### src/rtl/i2cmbe_pkg.sv
// Shared types and constants for the I2C master bit engine.
// Depends on nothing; every other file in rtl imports it.
package i2cmbe_pkg;

	// Default width of the wait counter.
	localparam int COUNT_BITS_DEF = 16;

	// Configuration port geometry.
	localparam int APB_ADDR_W = 3;
	localparam int APB_DATA_W = 32;
	localparam int CFG_W      = 16;

	// Register reset values.
	localparam logic [CFG_W-1:0] HALF_PERIOD_RST     = 16'd5;
	localparam logic [CFG_W-1:0] STRETCH_TIMEOUT_RST = 16'd255;

	// Command codes carried in the mode field.
	localparam logic [2:0] MODE_NONE  = 3'd0;
	localparam logic [2:0] MODE_START = 3'd1;
	localparam logic [2:0] MODE_WRITE = 3'd2;
	localparam logic [2:0] MODE_READ  = 3'd3;
	localparam logic [2:0] MODE_STOP  = 3'd4;

	// Register indexes, taken from word address bit 2.
	typedef enum logic {
		REG_HALF_PERIOD     = 1'b0,
		REG_STRETCH_TIMEOUT = 1'b1
	} reg_idx_t;

	// Configuration registers as seen by the bit engine.
	typedef struct packed {
		logic [CFG_W-1:0] half_period;
		logic [CFG_W-1:0] stretch_timeout;
	} cfg_t;

	// One tick item.
	typedef struct packed {
		logic [2:0] mode;
		logic [7:0] tx_byte;
		logic       send_ack;
		logic       scl_sense;
		logic       sda_sense;
	} item_t;

	// One result item.
	typedef struct packed {
		logic       scl_pull;
		logic       sda_pull;
		logic       busy;
		logic       done;
		logic [7:0] rx_byte;
		logic       ack_seen;
		logic       timed_out;
	} result_t;

	// Wait points of the four command sequences. D is a half-period delay,
	// S a clock-stretch wait, END the closing step of a command.
	typedef enum logic [4:0] {
		PH_IDLE,
		PH_START_D1, PH_START_D3, PH_START_S4, PH_START_D6,
		PH_WR_D0, PH_WR_D3, PH_WR_D5, PH_WR_S6,
		PH_WR_D10, PH_WR_D12, PH_WR_S13, PH_WR_D15,
		PH_RD_D0, PH_RD_D2, PH_RD_D4, PH_RD_S5,
		PH_RD_D8, PH_RD_D11, PH_RD_D13, PH_RD_S14,
		PH_SP_D0, PH_SP_D2, PH_SP_D4, PH_SP_S5, PH_SP_D7,
		PH_END, PH_END_SCL, PH_END_RD
	} phase_t;

endpackage

### src/rtl/i2cmbe_cfg_regs.sv
// Configuration registers of the I2C master bit engine behind an APB-style port.
// Depends on i2cmbe_pkg for the register map and the cfg_t bundle.
module i2cmbe_cfg_regs (
	input  logic                                clk,
	input  logic                                arst_n,
	input  logic                                psel,
	input  logic                                penable,
	input  logic                                pwrite,
	input  logic [i2cmbe_pkg::APB_ADDR_W-1:0]   paddr,
	input  logic [i2cmbe_pkg::APB_DATA_W-1:0]   pwdata,
	output logic [i2cmbe_pkg::APB_DATA_W-1:0]   prdata,
	output logic                                pready,
	output i2cmbe_pkg::cfg_t                    cfg
);
	import i2cmbe_pkg::*;

	cfg_t     cfg_q;
	reg_idx_t reg_sel;
	logic     wr_en;

	// Registers are word aligned; bit 2 picks the register.
	assign reg_sel = reg_idx_t'(paddr[2]);
	assign wr_en   = psel && penable && pwrite;
	assign pready  = 1'b1;

	// Register write on the access cycle of a write transfer.
	always_ff @(posedge clk or negedge arst_n) begin
		if (!arst_n) begin
			cfg_q.half_period     <= HALF_PERIOD_RST;
			cfg_q.stretch_timeout <= STRETCH_TIMEOUT_RST;
		end else if (wr_en) begin
			unique case (reg_sel)
				REG_HALF_PERIOD:     cfg_q.half_period     <= pwdata[CFG_W-1:0];
				REG_STRETCH_TIMEOUT: cfg_q.stretch_timeout <= pwdata[CFG_W-1:0];
			endcase
		end
	end

	// Read data, zero extended to the bus width.
	always_comb begin
		unique case (reg_sel)
			REG_HALF_PERIOD:     prdata = APB_DATA_W'(cfg_q.half_period);
			REG_STRETCH_TIMEOUT: prdata = APB_DATA_W'(cfg_q.stretch_timeout);
		endcase
	end

	assign cfg = cfg_q;

endmodule

### src/rtl/i2cmbe_step.sv
// Per-tick sequencer of the I2C master bit engine: bus state, counters and the
// combinational step that turns one tick item into one result. Depends on i2cmbe_pkg.
module i2cmbe_step #(
	parameter int COUNT_BITS = i2cmbe_pkg::COUNT_BITS_DEF
) (
	input  logic                  clk,
	input  logic                  arst_n,
	input  logic                  en,
	input  i2cmbe_pkg::item_t     item,
	input  i2cmbe_pkg::cfg_t      cfg,
	output i2cmbe_pkg::result_t   result
);
	import i2cmbe_pkg::*;

	localparam logic [31:0]           CNT_CAP = 32'((64'd1 << COUNT_BITS) - 64'd1);
	localparam logic [COUNT_BITS-1:0] CNT_ONE = COUNT_BITS'(1);

	// State registers.
	phase_t                phase_q;
	logic                  pend_q;
	logic [COUNT_BITS-1:0] cnt_q;
	logic [2:0]            bit_idx_q;
	logic [7:0]            shift_q;
	logic                  ack_tx_q;
	logic                  scl_q;
	logic                  sda_q;
	logic                  ack_seen_q;
	logic                  timed_out_q;
	logic [7:0]            rx_q;

	// Working values of the current tick.
	phase_t                ph;
	phase_t                nxt_ph;
	phase_t                phase_d;
	logic                  pend;
	logic                  pend_d;
	logic [COUNT_BITS-1:0] cnt_cur;
	logic [COUNT_BITS-1:0] cnt_d;
	logic [2:0]            bit_idx;
	logic [7:0]            shift;
	logic                  ack_tx;
	logic                  scl;
	logic                  sda;
	logic                  ack_seen;
	logic                  timed_out;
	logic [7:0]            rx;
	logic                  done;
	logic                  is_stretch;
	logic                  is_end;
	logic                  is_loop;
	logic                  nxt_stretch;

	// Wait lengths, clamped to the counter width; a zero half period acts as one.
	logic [CFG_W-1:0]      hp_min;
	logic [31:0]           hp_ext;
	logic [31:0]           st_ext;
	logic [COUNT_BITS-1:0] hp_load;
	logic [COUNT_BITS-1:0] st_load;

	assign hp_min  = (cfg.half_period == '0) ? CFG_W'(1) : cfg.half_period;
	assign hp_ext  = 32'(hp_min);
	assign st_ext  = 32'(cfg.stretch_timeout);
	assign hp_load = COUNT_BITS'((hp_ext > CNT_CAP) ? CNT_CAP : hp_ext);
	assign st_load = COUNT_BITS'((st_ext > CNT_CAP) ? CNT_CAP : st_ext);

	// Next state and result of one tick.
	always_comb begin
		ph        = phase_q;
		pend      = pend_q;
		bit_idx   = bit_idx_q;
		shift     = shift_q;
		ack_tx    = ack_tx_q;
		scl       = scl_q;
		sda       = sda_q;
		ack_seen  = ack_seen_q;
		timed_out = timed_out_q;
		rx        = rx_q;
		done      = 1'b0;
		phase_d   = phase_q;
		pend_d    = pend_q;
		cnt_d     = cnt_q;
		nxt_ph    = PH_IDLE;
		is_loop   = 1'b0;

		// An idle engine takes a command from the item and runs it on this tick.
		if (phase_q == PH_IDLE) begin
			pend = 1'b1;
			unique case (item.mode)
				MODE_NONE:  ph = PH_IDLE;
				MODE_START: ph = PH_START_D1;
				MODE_WRITE: ph = PH_WR_D0;
				MODE_READ:  ph = PH_RD_D0;
				MODE_STOP:  ph = PH_SP_D0;
				default:    ph = PH_IDLE;
			endcase
			if (ph != PH_IDLE) begin
				ack_seen  = 1'b0;
				timed_out = 1'b0;
				bit_idx   = 3'd7;
			end
			if (item.mode == MODE_WRITE) begin
				shift = item.tx_byte;
			end
			if (item.mode == MODE_READ) begin
				ack_tx = item.send_ack;
			end
		end

		// Line changes and samples that open a wait point.
		if (pend) begin
			unique case (ph)
				PH_START_D1: sda = 1'b0;
				PH_START_D3: scl = 1'b0;
				PH_START_D6: sda = 1'b1;
				PH_WR_D3: begin
					scl = 1'b1;
					sda = ~shift[bit_idx];
				end
				PH_WR_D5:    scl = 1'b0;
				PH_WR_D10: begin
					scl = 1'b1;
					sda = 1'b0;
				end
				PH_WR_D12:   scl = 1'b0;
				PH_WR_D15: begin
					if (!item.sda_sense) begin
						ack_seen = 1'b1;
					end
				end
				PH_RD_D2:    scl = 1'b1;
				PH_RD_D4:    scl = 1'b0;
				PH_RD_D8: begin
					shift = {shift[6:0], item.sda_sense};
					scl   = 1'b1;
				end
				PH_RD_D11: begin
					rx = shift;
					if (ack_tx) begin
						sda = 1'b1;
					end
				end
				PH_RD_D13:   scl = 1'b0;
				PH_SP_D2:    sda = 1'b1;
				PH_SP_D4:    scl = 1'b0;
				PH_SP_D7:    sda = 1'b0;
				PH_END_SCL:  scl = 1'b1;
				PH_END_RD: begin
					scl = 1'b1;
					sda = 1'b0;
				end
				default: ;
			endcase
		end

		// Kind of wait point.
		unique case (ph) inside
			PH_START_S4, PH_WR_S6, PH_WR_S13, PH_RD_S5, PH_RD_S14, PH_SP_S5: begin
				is_stretch = 1'b1;
				is_end     = 1'b0;
			end
			PH_END, PH_END_SCL, PH_END_RD: begin
				is_stretch = 1'b0;
				is_end     = 1'b1;
			end
			default: begin
				is_stretch = 1'b0;
				is_end     = 1'b0;
			end
		endcase

		// Following wait point; the bit loops close after a stretch or delay.
		unique case (ph)
			PH_START_D1: nxt_ph = PH_START_D3;
			PH_START_D3: nxt_ph = PH_START_S4;
			PH_START_S4: nxt_ph = PH_START_D6;
			PH_START_D6: nxt_ph = PH_END;
			PH_WR_D0:    nxt_ph = PH_WR_D3;
			PH_WR_D3:    nxt_ph = PH_WR_D5;
			PH_WR_D5:    nxt_ph = PH_WR_S6;
			PH_WR_S6: begin
				is_loop = 1'b1;
				nxt_ph  = (bit_idx != 3'd0) ? PH_WR_D3 : PH_WR_D10;
			end
			PH_WR_D10:   nxt_ph = PH_WR_D12;
			PH_WR_D12:   nxt_ph = PH_WR_S13;
			PH_WR_S13:   nxt_ph = PH_WR_D15;
			PH_WR_D15:   nxt_ph = PH_END_SCL;
			PH_RD_D0:    nxt_ph = PH_RD_D2;
			PH_RD_D2:    nxt_ph = PH_RD_D4;
			PH_RD_D4:    nxt_ph = PH_RD_S5;
			PH_RD_S5:    nxt_ph = PH_RD_D8;
			PH_RD_D8: begin
				is_loop = 1'b1;
				nxt_ph  = (bit_idx != 3'd0) ? PH_RD_D4 : PH_RD_D11;
			end
			PH_RD_D11:   nxt_ph = PH_RD_D13;
			PH_RD_D13:   nxt_ph = PH_RD_S14;
			PH_RD_S14:   nxt_ph = PH_END_RD;
			PH_SP_D0:    nxt_ph = PH_SP_D2;
			PH_SP_D2:    nxt_ph = PH_SP_D4;
			PH_SP_D4:    nxt_ph = PH_SP_S5;
			PH_SP_S5:    nxt_ph = PH_SP_D7;
			PH_SP_D7:    nxt_ph = PH_END;
			default:     nxt_ph = PH_IDLE;
		endcase

		// Every stretch wait directly follows a delay.
		unique case (nxt_ph) inside
			PH_START_S4, PH_WR_S6, PH_WR_S13, PH_RD_S5, PH_RD_S14, PH_SP_S5:
				nxt_stretch = 1'b1;
			default:
				nxt_stretch = 1'b0;
		endcase

		// A delay loads its count on its first tick; a stretch wait gets its
		// limit on the last tick of the delay before it.
		if (pend && !is_stretch) begin
			cnt_cur = hp_load;
		end else begin
			cnt_cur = cnt_q;
		end

		// One tick of the wait, or the closing step.
		if (ph == PH_IDLE) begin
			phase_d = PH_IDLE;
		end else if (is_end) begin
			phase_d = PH_IDLE;
			pend_d  = 1'b0;
			done    = 1'b1;
		end else if (is_stretch && (cnt_cur != '0) && item.scl_sense) begin
			phase_d = nxt_ph;
			pend_d  = 1'b1;
			if (is_loop && (bit_idx != 3'd0)) begin
				bit_idx = bit_idx - 3'd1;
			end
		end else if (is_stretch && (cnt_cur <= CNT_ONE)) begin
			// Clock stretch ran out: the command ends with SCL released.
			timed_out = 1'b1;
			phase_d   = PH_IDLE;
			pend_d    = 1'b0;
			done      = 1'b1;
		end else if (is_stretch || (cnt_cur > CNT_ONE)) begin
			cnt_d   = cnt_cur - CNT_ONE;
			phase_d = ph;
			pend_d  = 1'b0;
		end else begin
			phase_d = nxt_ph;
			pend_d  = 1'b1;
			if (nxt_stretch) begin
				cnt_d = st_load;
			end
			if (is_loop && (bit_idx != 3'd0)) begin
				bit_idx = bit_idx - 3'd1;
			end
		end

		result.scl_pull  = scl;
		result.sda_pull  = sda;
		result.busy      = (phase_d != PH_IDLE);
		result.done      = done;
		result.rx_byte   = rx;
		result.ack_seen  = ack_seen;
		result.timed_out = timed_out;
	end

	// Sequencer state and bus levels.
	always_ff @(posedge clk or negedge arst_n) begin
		if (!arst_n) begin
			phase_q     <= PH_IDLE;
			pend_q      <= 1'b0;
			scl_q       <= 1'b0;
			sda_q       <= 1'b0;
			ack_seen_q  <= 1'b0;
			timed_out_q <= 1'b0;
			rx_q        <= '0;
		end else if (en) begin
			phase_q     <= phase_d;
			pend_q      <= pend_d;
			scl_q       <= scl;
			sda_q       <= sda;
			ack_seen_q  <= ack_seen;
			timed_out_q <= timed_out;
			rx_q        <= rx;
		end
	end

	// Counters and the data shifter.
	always_ff @(posedge clk) begin
		if (en) begin
			cnt_q     <= cnt_d;
			bit_idx_q <= bit_idx;
			shift_q   <= shift;
			ack_tx_q  <= ack_tx;
		end
	end

endmodule

### src/rtl/i2c_master_bit_engine.sv
// Top level of the I2C master bit engine: tick input register, sequencer,
// result register and configuration port. Depends on i2cmbe_pkg,
// i2cmbe_cfg_regs and i2cmbe_step.
//
//   Port group   Handshake                      Payload
//   tick in      in_valid / in_ready            mode, tx_byte, send_ack, scl_sense, sda_sense
//   result out   out_valid / out_ready          scl_pull, sda_pull, busy_res, done_res,
//                                               rx_byte, ack_seen, timed_out
//   config       psel, penable, pwrite, pready  paddr, pwdata, prdata
//
// One tick item is taken per cycle unless a held result stalls the input; the
// tick register feeds the combinational sequencer step, whose result is captured
// in the result register. Reset clears the sequencer to idle with both lines
// released and the registers at their defaults. When a tick is registered and
// the result register is full and not taken, the tick register holds and
// in_ready drops until the result moves on.
module i2c_master_bit_engine #(
	parameter int COUNT_BITS = i2cmbe_pkg::COUNT_BITS_DEF
) (
	input  logic                               clk,
	input  logic                               arst_n,
	input  logic                               psel,
	input  logic                               penable,
	input  logic                               pwrite,
	input  logic [i2cmbe_pkg::APB_ADDR_W-1:0]  paddr,
	input  logic [i2cmbe_pkg::APB_DATA_W-1:0]  pwdata,
	output logic [i2cmbe_pkg::APB_DATA_W-1:0]  prdata,
	output logic                               pready,
	input  logic                               in_valid,
	output logic                               in_ready,
	input  logic [2:0]                         mode,
	input  logic [7:0]                         tx_byte,
	input  logic                               send_ack,
	input  logic                               scl_sense,
	input  logic                               sda_sense,
	output logic                               out_valid,
	input  logic                               out_ready,
	output logic                               scl_pull,
	output logic                               sda_pull,
	output logic                               busy_res,
	output logic                               done_res,
	output logic [7:0]                         rx_byte,
	output logic                               ack_seen,
	output logic                               timed_out
);
	import i2cmbe_pkg::*;

	cfg_t    cfg;
	item_t   item_s1;
	logic    valid_s1;
	result_t step_res;
	result_t res_q;
	logic    out_valid_q;
	logic    step_en;

	i2cmbe_cfg_regs u_cfg (
		.clk     (clk),
		.arst_n  (arst_n),
		.psel    (psel),
		.penable (penable),
		.pwrite  (pwrite),
		.paddr   (paddr),
		.pwdata  (pwdata),
		.prdata  (prdata),
		.pready  (pready),
		.cfg     (cfg)
	);

	// A registered tick steps the sequencer whenever the result slot is free or being taken.
	assign step_en  = valid_s1 && (!out_valid_q || out_ready);
	assign in_ready = !valid_s1 || step_en;

	// Tick input register.
	always_ff @(posedge clk or negedge arst_n) begin
		if (!arst_n) begin
			valid_s1 <= 1'b0;
		end else if (in_ready) begin
			valid_s1 <= in_valid;
		end
	end

	always_ff @(posedge clk) begin
		if (in_valid && in_ready) begin
			item_s1.mode      <= mode;
			item_s1.tx_byte   <= tx_byte;
			item_s1.send_ack  <= send_ack;
			item_s1.scl_sense <= scl_sense;
			item_s1.sda_sense <= sda_sense;
		end
	end

	i2cmbe_step #(
		.COUNT_BITS (COUNT_BITS)
	) u_step (
		.clk    (clk),
		.arst_n (arst_n),
		.en     (step_en),
		.item   (item_s1),
		.cfg    (cfg),
		.result (step_res)
	);

	// Result register.
	always_ff @(posedge clk or negedge arst_n) begin
		if (!arst_n) begin
			out_valid_q <= 1'b0;
		end else if (step_en) begin
			out_valid_q <= 1'b1;
		end else if (out_ready) begin
			out_valid_q <= 1'b0;
		end
	end

	always_ff @(posedge clk) begin
		if (step_en) begin
			res_q <= step_res;
		end
	end

	assign out_valid = out_valid_q;
	assign scl_pull  = res_q.scl_pull;
	assign sda_pull  = res_q.sda_pull;
	assign busy_res  = res_q.busy;
	assign done_res  = res_q.done;
	assign rx_byte   = res_q.rx_byte;
	assign ack_seen  = res_q.ack_seen;
	assign timed_out = res_q.timed_out;

	// A finished command never reports itself as still running.
	a_done_not_busy: assert property (@(posedge clk) disable iff (!arst_n)
		out_valid_q |-> !(res_q.done && res_q.busy))
		else $error("done and busy both set in one result");

	// The tick side only stalls behind a held result.
	a_stall_cause: assert property (@(posedge clk) disable iff (!arst_n)
		!in_ready |-> (valid_s1 && out_valid_q && !out_ready))
		else $error("input stalled without a held result");

	// A taken result with no new step leaves the result slot empty.
	a_slot_drains: assert property (@(posedge clk) disable iff (!arst_n)
		(out_valid_q && out_ready && !step_en) |=> !out_valid_q)
		else $error("result slot not emptied after transfer");

	// After a stretch timeout SCL stays released until the next command.
	a_timeout_scl: assert property (@(posedge clk) disable iff (!arst_n)
		(out_valid_q && res_q.timed_out) |-> !res_q.scl_pull)
		else $error("SCL driven low while timeout flag is set");

endmodule
### config.mk
export PLATFORM = sky130hd
export DESIGN_NAME = i2c_master_bit_engine
export DESIGN_NICKNAME = d
export VERILOG_FILES = /design/src/rtl/i2cmbe_pkg.sv /design/src/rtl/i2cmbe_cfg_regs.sv /design/src/rtl/i2cmbe_step.sv /design/src/rtl/i2c_master_bit_engine.sv
export SDC_FILE = /design/constraint.sdc
export NUM_CORES = 1
export LEC_CHECK = 0
export BUFFER_PORTS_ARGS = -buffer_cell sky130_fd_sc_hd__buf_2
export CAP_MARGIN = 20
export CELL_PAD_IN_SITES_DETAIL_PLACEMENT = 1
export CELL_PAD_IN_SITES_GLOBAL_PLACEMENT = 1
export CORE_UTILIZATION = 30
export CTS_CLUSTER_SIZE = 40
export DETAILED_ROUTE_END_ITERATION = 16
export MAX_ROUTING_LAYER = met4
export PLACE_DENSITY_LB_ADDON = 0.1
export RECOVER_POWER = 50
export SYNTH_ARGS = -nofsm -noshare
export SYNTH_HDL_FRONTEND = slang
export SYNTH_SLANG_ARGS = --single-unit
export TNS_END_PERCENT = 1
### constraint.sdc
create_clock -name clk -period 4.3 [get_ports clk]
set_input_delay 0.215 -clock clk [delete_from_list [all_inputs] [get_ports clk]]
set_output_delay 0.215 -clock clk [all_outputs]
set_load 0.03 [all_outputs]
* Word-level counts from Yosys, hierarchy flattened
Cells that the tools add are included.
** Word-level totals
- Output and inout bits :: 49
- Logic and storage cells :: 181
- Flip-flop bits (word level) :: 108
** Operators by class
- Eq/ne operators :: 38
- $lt $le $gt $ge :: 5
- Muxes and demuxes :: 66
- Reduce and logical (&&, ||, !) cells :: 37
- Bitwise operators :: 6
- Add/sub/neg operators :: 2
** Operators with widths (count)
- $pmux W5 S24 :: 1
- $mux W16 :: 6
- $eq A5 B5 Y1 const B :: 16
- $pmux W32 S2 :: 1
- $eq A5 B4 Y1 const B :: 10
- $mux W8 :: 6
- $mux W5 :: 8
- $gt A16 B16 Y1 const B :: 2
- $mux W1 :: 31
- $mux W3 :: 8
- $reduce_or A6 Y1 :: 4
- $eq A5 B3 Y1 const B :: 4
- $pmux W5 S4 :: 1
- $gt A16 B1 Y1 const B :: 1
- $le A16 B1 Y1 const B :: 1
- $logic_not A16 Y1 :: 1
- $reduce_bool A16 Y1 :: 1
- $sub A16 B1 Y16 const B :: 1
- $eq A5 B2 Y1 const B :: 3
- $logic_not A5 Y1 :: 2
- $reduce_bool A5 Y1 :: 2
- $logic_and A1 B1 Y1 :: 9
- $eq A3 B2 Y1 const B :: 2
- $not A1 Y1 :: 6
- other kinds (18) :: 27

* Depth between registers and ports, before layout
Gate-level depths: netlist of the first run.
- Word-level depth :: 18
- Mapped depth :: 16
- Mapped depth without buffers :: 13

* Cells and area by module
Synthesis of the first run repeated with hierarchy kept, for this count alone.
** Second synthesis, totals
- Cells, all modules :: 606
- Area, all modules :: 6618.8 um^2
** Modules (own cells, without submodules)
- i2cmbe_step :: seq. area each 1291.2 um^2, cells each 465, times used 1, area an instance 4063.9 um^2
- i2cmbe_cfg_regs :: seq. area each 813.3 um^2, cells each 105, times used 1, area an instance 1610.3 um^2
- i2c_master_bit_engine :: seq. area each 890.9 um^2, cells each 36, times used 1, area an instance 944.7 um^2

* Worst setup path before layout of the first run
Ideal clock, no wire load.
- Kind :: reg-to-reg
- Start point :: reg u_step.phase_q[0]
- End point :: reg res_q, in the netlist busy_res (data pin)
- Data arrival time :: 3.758 ns
- Slack :: 0.260 ns
- Data required time :: 4.018 ns
- Cell stages (with the launch flop) :: 15
- Clock period less this slack :: 4.040 ns
- Setup time :: 0.282 ns
- Cells stage by stage :: dfrtp_1 buf_2 nor3b_1 o21ai_0 buf_2 nand3_1 buf_2 or3_1 o21ai_0 ha_1 o32ai_1 nor3_1 a211oi_4 o311ai_0 o211ai_1
** RTL lines
- start, declared :: RTL line i2cmbe_step.sv:19 : phase_t phase_q;
- start signal, assigned :: RTL line i2cmbe_step.sv:277 : phase_q <= phase_d;
- end signal, assigned :: RTL line i2c_master_bit_engine.sv:116 : res_q <= step_res;
- end, declared :: RTL line i2c_master_bit_engine.sv:52 : result_t res_q;

==> results.py, run 1 <==
metrics = {
    "route": {
        "wl_per_cell_um": 19.6,
        "viasPerCell": 5.25,
        "wl_um": 19800,
        "drc": 0,
        "ant_nets": 0,
        "dr.pass1.iters": 6,
        "num_vias": 5312,
        "drt_iter0_markers": 272,
    },
    "cts": {
        "post_cts_resized": 0,
        "clockRootBuffer": "clkbuf_16",
        "clk_path_buf_depth": 2,
        "path_clk_slew_ps": 80,
        "h-tree-depth": 3,
        "cts_buffers": 9,
        "cts.sinks": 108,
        "cts_tree": "built",
        "post-cts-setup-buffers": 0,
        "postCtsHoldBufs": 0,
        "insertion_delay_ps": 370,
    },
    "die": {
        "fp.dieH_um": 151,
        "die_w_um": 151,
        "core_sq_um": 21800,
        "io_pins": 105,
        "initial_utilization": 0.306,
        "die-area_sq_um": 22900,
        "core.rowCount": 54,
    },
    "place": {
        "dp_hpwl_um": 14600,
        "globalplace.congestion": 0.892,
        "placed_cells": 996,
        "io_buffers": 69,
    },
    "min_path": {
        "whs_endpoint": "item_s1[2]$_DFFE_PP_",
        "min_path_type": "in2reg",
        "worstHoldStart": "send_ack",
        "hold_depth": 1,
    },
    "setup_path": {
        "r2r_cells": 14,
        "worstSetupStartpointType": "register",
        "worstSetupEndpointType": "register",
        "worstPathArrival_ps": 3990,
        "regToRegEndpoint": "busy_res$_DFFE_PP_",
        "cpLargestDelayFamily": "compound AO/OA/AOI/OAI gates",
        "path_depth": 14,
        "path_buf_inv": 2,
        "critPathMaxFanout": 12,
        "r2r_slack_ps": 400,
        "worstSetupPathType": "reg2reg",
        "cpMostUsedCell": "o21ai_0",
        "r2r_start": "u_step.phase_q[0]$_DFFE_PN0P_",
        "worst_path_max_delay_cell": "dfrtp_1",
        "slowest_delay_ps": 510,
        "crit_required_ps": 4390,
        "path_cells": "nor3b_1 -> o21ai_0 -> nand3_1 -> or3_1 -> o21ai_0 -> inv_1 -> ha_1 -> o32ai_1 -> nor3_1 -> buf_4 -> a211oi_4 -> o21ai_0 -> o311ai_0 -> o211ai_1",
    },
    "sta": {
        "fmax_mhz": 256,
        "tightest_slew_ps": 3240,
        "hold_viol": 0,
        "slew_violations": 53,
        "finalClockSkew_ps": 15.9,
        "fin_crit_sh": 0.908,
        "maxSlewHeadroom": -1.16,
        "final.setup.tns_ps": 0,
        "period_minus_slack_ps": 3900,
        "setup_viol": 0,
        "rsz0062_at_grt": "no",
    },
    "logic_synthesis": {
        "yosysTopAreaCell": "edfxtp_1",
        "syn_inst": 655,
        "async_flop_share": 0.481,
        "ys_seq_area_frac": 0.448,
        "ys.flop_type": "edfxtp_1",
        "synth.avg_cell_area_sq_um": 10.2,
        "ys_top_cells_by_area": "edfxtp_1, dfrtp_1, mux2_2",
        "synthDistinctLibCells": 75,
        "synth.top_cells.by_count": "nand2_1, edfxtp_1, mux2_2",
        "yosys.area.top_type_share": 0.252,
        "ys_seq_elements": 108,
        "ys_warn_count": 0,
        "yosysMostFrequentCell": "nand2_1",
        "syn_area_sq_um": 6690,
        "synth_edf_count": 56,
    },
    "final_layout": {
        "area.growth.synth_to_final_pct": 14.4,
        "drive_gt1_frac": 0.221,
        "antenna_cells": 0,
        "final_cell_count_no_fill": 1012,
        "nets": 788,
    },
    "global_routing": {
        "first_global_vias": 5549,
        "grt_max_degree": 53,
        "grt_pass1_wl_um": 31800,
        "grt.overflow.total": 0,
        "grt_use_total": 0.189,
        "grt_antenna_before_repair": 0,
    },
    "job": {
        "drv_cap": 1,
    },
    "pwr": {
        "p_per_area_nw_per_um2": 337,
        "leakage_nw": 3.07,
        "ir_drop_uv": 162,
    },
    "status": {
        "outcome": "finished with violations",
        "violations": "capacitance limit, slew limit",
    },
}
## metal layers
layer	vias up	track usage	routed length, um
met5	-	-	0
met4	0	0.0420	228
met3	16	0.0271	471
met1	2667	0.231	8950
met2	79	0.326	10200
li1	2550	-	-
## registers in the layout (all words and copies together) (netlist names), 3 cells and up
signal / count
item_s1: 14
u_step.phase_q: 5
u_step.cnt_q: 16
u_step.shift_q: 8
rx_byte: 8
u_cfg.cfg: 32
u_step.bit_idx_q: 3
u_step.rx_q: 8
## final cells by class
type | count | area [sq um]
clock buffer | 12 | 246
sequential | 108 | 3000
tap | 280 | 350
inverter | 13 | 48.8
clock inverter | 4 | 33.8
multi-input combinational | 493 | 3410
timing repair buffer | 102 | 562
fill | 2461 | 14200
## cell families (layout without fill, tap and decap cells)
| group | count (synthesis) | in the layout | synth area share |
|---|---|---|---|
| AND/OR/NAND/NOR | 210 | 210 | 0.160 |
| AO/OA/AOI/OAI | 148 | 148 | 0.151 |
| multiplexers | 97 | 97 | 0.159 |
| flip-flops | 108 | 108 | 0.448 |
| other | 2 | 17 | 0.00112 |
| adder cells (fa/ha/maj) | 5 | 5 | 0.00936 |
| buffers and inverters | 69 | 131 | 0.0503 |
| XOR/XNOR | 16 | 16 | 0.0210 |
## worst max-delay path by stage
stage	startpoint	end	slack [ps]
floorplan	u_step.phase_q[0]$_DFFE_PN0P_	busy_res$_DFFE_PP_	260
detailed placement	u_step.phase_q[0]$_DFFE_PN0P_	busy_res$_DFFE_PP_	390
global route	u_step.phase_q[0]$_DFFE_PN0P_	busy_res$_DFFE_PP_	60
CTS	u_step.phase_q[0]$_DFFE_PN0P_	busy_res$_DFFE_PP_	390
global placement	u_step.phase_q[0]$_DFFE_PN0P_	busy_res$_DFFE_PP_	550
finish	u_step.phase_q[0]$_DFFE_PN0P_	busy_res$_DFFE_PP_	400
## placed cells by master (no fill, tap or decap), types with 6 or more instances in the layout
cell,count
a21o_1,7
a21oi_1,25
a31oi_1,11
a41oi_1,6
buf_2,37
buf_4,31
clkbuf_1,35
clkbuf_16,9
conb_1,17
dfrtp_1,42
dfstp_2,10
edfxtp_1,56
inv_1,13
mux2_2,52
mux2i_1,43
nand2_1,74
nand2b_1,9
nand3_1,10
nand4_1,6
nor2_1,41
nor3_1,17
nor4_1,7
o21ai_0,44
o31ai_1,6
or3_1,9
xnor2_1,9
xor2_1,7
## worst reg2reg max path, delay by kind of cell, from the launching register on
| family | cells | cell delay [ps] |
|---|---|---|
| DFF | 1 | 510 |
| and+or+nand+nor | 4 | 900 |
| AOI/OAI and AO/OA | 7 | 1730 |
| buffers and inverters | 2 | 300 |
| adders and majority gates | 1 | 210 |
## stage by stage
step	hold WS, ps	utilization	worst slack (ps)	instance area, sq um	total power, mW
final	22.8	0.351	396	7650	2.58
after global routing	13.0	0.351	60.0	7650	2.70
after CTS	16.9	0.352	386	7690	2.63
after detailed placement	394	0.340	393	7410	1.78
after global placement	395	0.340	552	7410	1.77
after floorplan	-80.6	-	260	6740	1.62
## where the power goes
group	internal [mW]	switching, mW	total (mW)
registers	1.21	0.0964	1.30
clock network	0.416	0.422	0.838
logic	0.163	0.273	0.436
total	1.79	0.791	2.58
Note: power is estimated with default switching activity, not from simulation.
==> inputs of run 2 (changes only) <==
--- a/config.mk
+++ b/config.mk
@@ -10,6 +10,7 @@
 export CELL_PAD_IN_SITES_DETAIL_PLACEMENT = 1
 export CELL_PAD_IN_SITES_GLOBAL_PLACEMENT = 1
 export CORE_UTILIZATION = 30
+export CTS_BUF_LIST = sky130_fd_sc_hd__clkbuf_4 sky130_fd_sc_hd__clkbuf_8
 export CTS_CLUSTER_SIZE = 40
 export DETAILED_ROUTE_END_ITERATION = 16
 export MAX_ROUTING_LAYER = met4
==> results.py, run 2 (synthesis results as in run 1) <==
metrics = {
    "status": {
        "outcome": "finished with violations",
        "violations": "capacitance limit, slew limit",
    },
    "cts": {
        "insertion_delay_ps": 400,
        "cts.sinks": 108,
        "clk_path_buf_depth": 2,
        "path_clk_slew_ps": 120,
        "cts_buffers": 9,
        "clockRootBuffer": "clkbuf_8",
        "cts_tree": "built",
        "h-tree-depth": 3,
    },
    "final_layout": {
        "largest_register_ffs": 32,
        "antenna_cells": 0,
        "drive_gt1_frac": 0.221,
        "layout_commonest_cell": "nand2_1",
        "multi_input_area_sq_um": 3410,
        "final_cell_count_no_fill": 1026,
        "mostFrequentLayoutCells": "nand2_1, edfxtp_1, mux2_2, o21ai_0, mux2i_1",
        "fill_cells": 2470,
        "nets": 802,
        "regArea_sq_um": 3000,
        "area.growth.synth_to_final_pct": 15.1,
    },
    "setup_path": {
        "critPathMaxFanout": 12,
        "worstPathArrival_ps": 4050,
        "r2r_slack_ps": 380,
        "worstSetupPathType": "reg2reg",
        "worstSetupStartpointType": "register",
        "r2r_cells": 14,
        "regToRegEndpoint": "busy_res$_DFFE_PP_",
        "crit_required_ps": 4430,
        "r2r_start": "u_step.phase_q[0]$_DFFE_PN0P_",
        "worstSetupEndpointType": "register",
    },
    "sta": {
        "period_minus_slack_ps": 3920,
        "rsz0062_at_grt": "no",
        "finalClockSkew_ps": 27.5,
        "hold_viol": 0,
        "slew_violations": 53,
        "fmax_mhz": 255,
        "tightest_slew_ps": 3210,
        "setup_viol": 0,
        "final.setup.tns_ps": 0,
        "maxSlewHeadroom": -1.14,
        "fin_crit_sh": 0.912,
    },
    "global_routing": {
        "grt_max_degree": 53,
        "grt_use_total": 0.189,
        "grt.overflow.total": 0,
        "grt_antenna_before_repair": 0,
        "grt_pass1_wl_um": 32000,
        "first_global_vias": 5610,
    },
    "pwr": {
        "ir_drop_uv": 132,
        "leakage_nw": 3.10,
        "power.total_mw": 2.39,
        "p_per_area_nw_per_um2": 310,
    },
    "job": {
        "drv_cap": 1,
    },
    "route": {
        "wl_per_cell_um": 19.4,
        "drc": 0,
        "viasPerCell": 5.21,
        "ant_nets": 0,
        "drt_iter0_markers": 214,
        "dr.pass1.iters": 4,
        "wl_um": 19900,
        "num_vias": 5343,
    },
    "place": {
        "dp_hpwl_um": 14600,
        "placed_cells": 996,
        "io_buffers": 69,
        "globalplace.congestion": 0.892,
    },
    "die": {
        "die-area_sq_um": 22900,
        "io_pins": 105,
        "die_w_um": 151,
        "fp.dieH_um": 151,
        "initial_utilization": 0.306,
        "core.rowCount": 54,
        "core_sq_um": 21800,
    },
    "min_path": {
        "whs_endpoint": "valid_s1$_DFFE_PN0N_",
        "hold_depth": 2,
        "min_path_type": "in2reg",
        "worstHoldStart": "in_valid",
    },
}
run 2: cell count changes in the layout (fill, tap and decap cells not counted), sizes merged:
cell | before | now
buf | 69 | 70
dlygate4sd3 | 0 | 14
clkbuf | 45 | 44
run 2: worst max path at each step:
stage	from	slack (ps)	endpoint
5_1_grt	u_step.phase_q[0]$_DFFE_PN0P_	70	busy_res$_DFFE_PP_
6_report	u_step.phase_q[0]$_DFFE_PN0P_	380	busy_res$_DFFE_PP_
3_5_place_dp	u_step.phase_q[0]$_DFFE_PN0P_	390	busy_res$_DFFE_PP_
4_1_cts	u_step.phase_q[0]$_DFFE_PN0P_	390	busy_res$_DFFE_PP_
2_1_floorplan	u_step.phase_q[0]$_DFFE_PN0P_	260	busy_res$_DFFE_PP_
3_3_place_gp	u_step.phase_q[0]$_DFFE_PN0P_	550	busy_res$_DFFE_PP_
run 2: repair_timing:
item                                   CTS  global route
hold buffers                            14             0
resized for setup                        0             1
buffers inserted                         0             0
setup endpoints to repair                0             1
endpoints found under the hold margin   40             0
run 2: critical path, cell delays in order (launching register included):
cell and delay (ps):
dfrtp_1 520, nor3b_1 210, o21ai_0 240, nand3_1 150
or3_1 360, o21ai_0 170, inv_1 100, ha_1 210
o32ai_1 400, nor3_1 170, buf_4 200, a211oi_4 400
o21ai_0 160, o311ai_0 190, o211ai_1 200
run 2: layout make-up:
cell class                      count  share of cell area
Multi-Input combinational cell    493               0.443
Tap cell                          280              0.0455
Timing Repair Buffer              116              0.0914
Sequential cell                   108               0.389
Clock inverter                      4             0.00439
Clock buffer                       12              0.0198
Inverter                           13             0.00634
run 2: report_power, final:
part	switching [mW]	internal, mW
registers	0.0961	1.21
logic	0.275	0.172
clock network	0.388	0.246
total	0.759	1.63
run 2: through the flow:
step / hold slack, ps / utilization / setup slack (ps) / instance area (sq um)
floorplan: -80.6 / - / 260 / 6740
global placement: 395 / 0.340 / 552 / 7410
detailed placement: 394 / 0.340 / 393 / 7410
CTS: 23.9 / 0.354 / 391 / 7740
global route: 30.0 / 0.353 / 67.6 / 7700
finish: 34.7 / 0.353 / 378 / 7700
run 2: metal layers:
layer	track usage	vias up	wire [um]
li1	-	2574	-
met5	-	-	0
met1	0.232	2672	8980
met4	0.0440	0	252
met3	0.0262	16	469
met2	0.328	81	10200
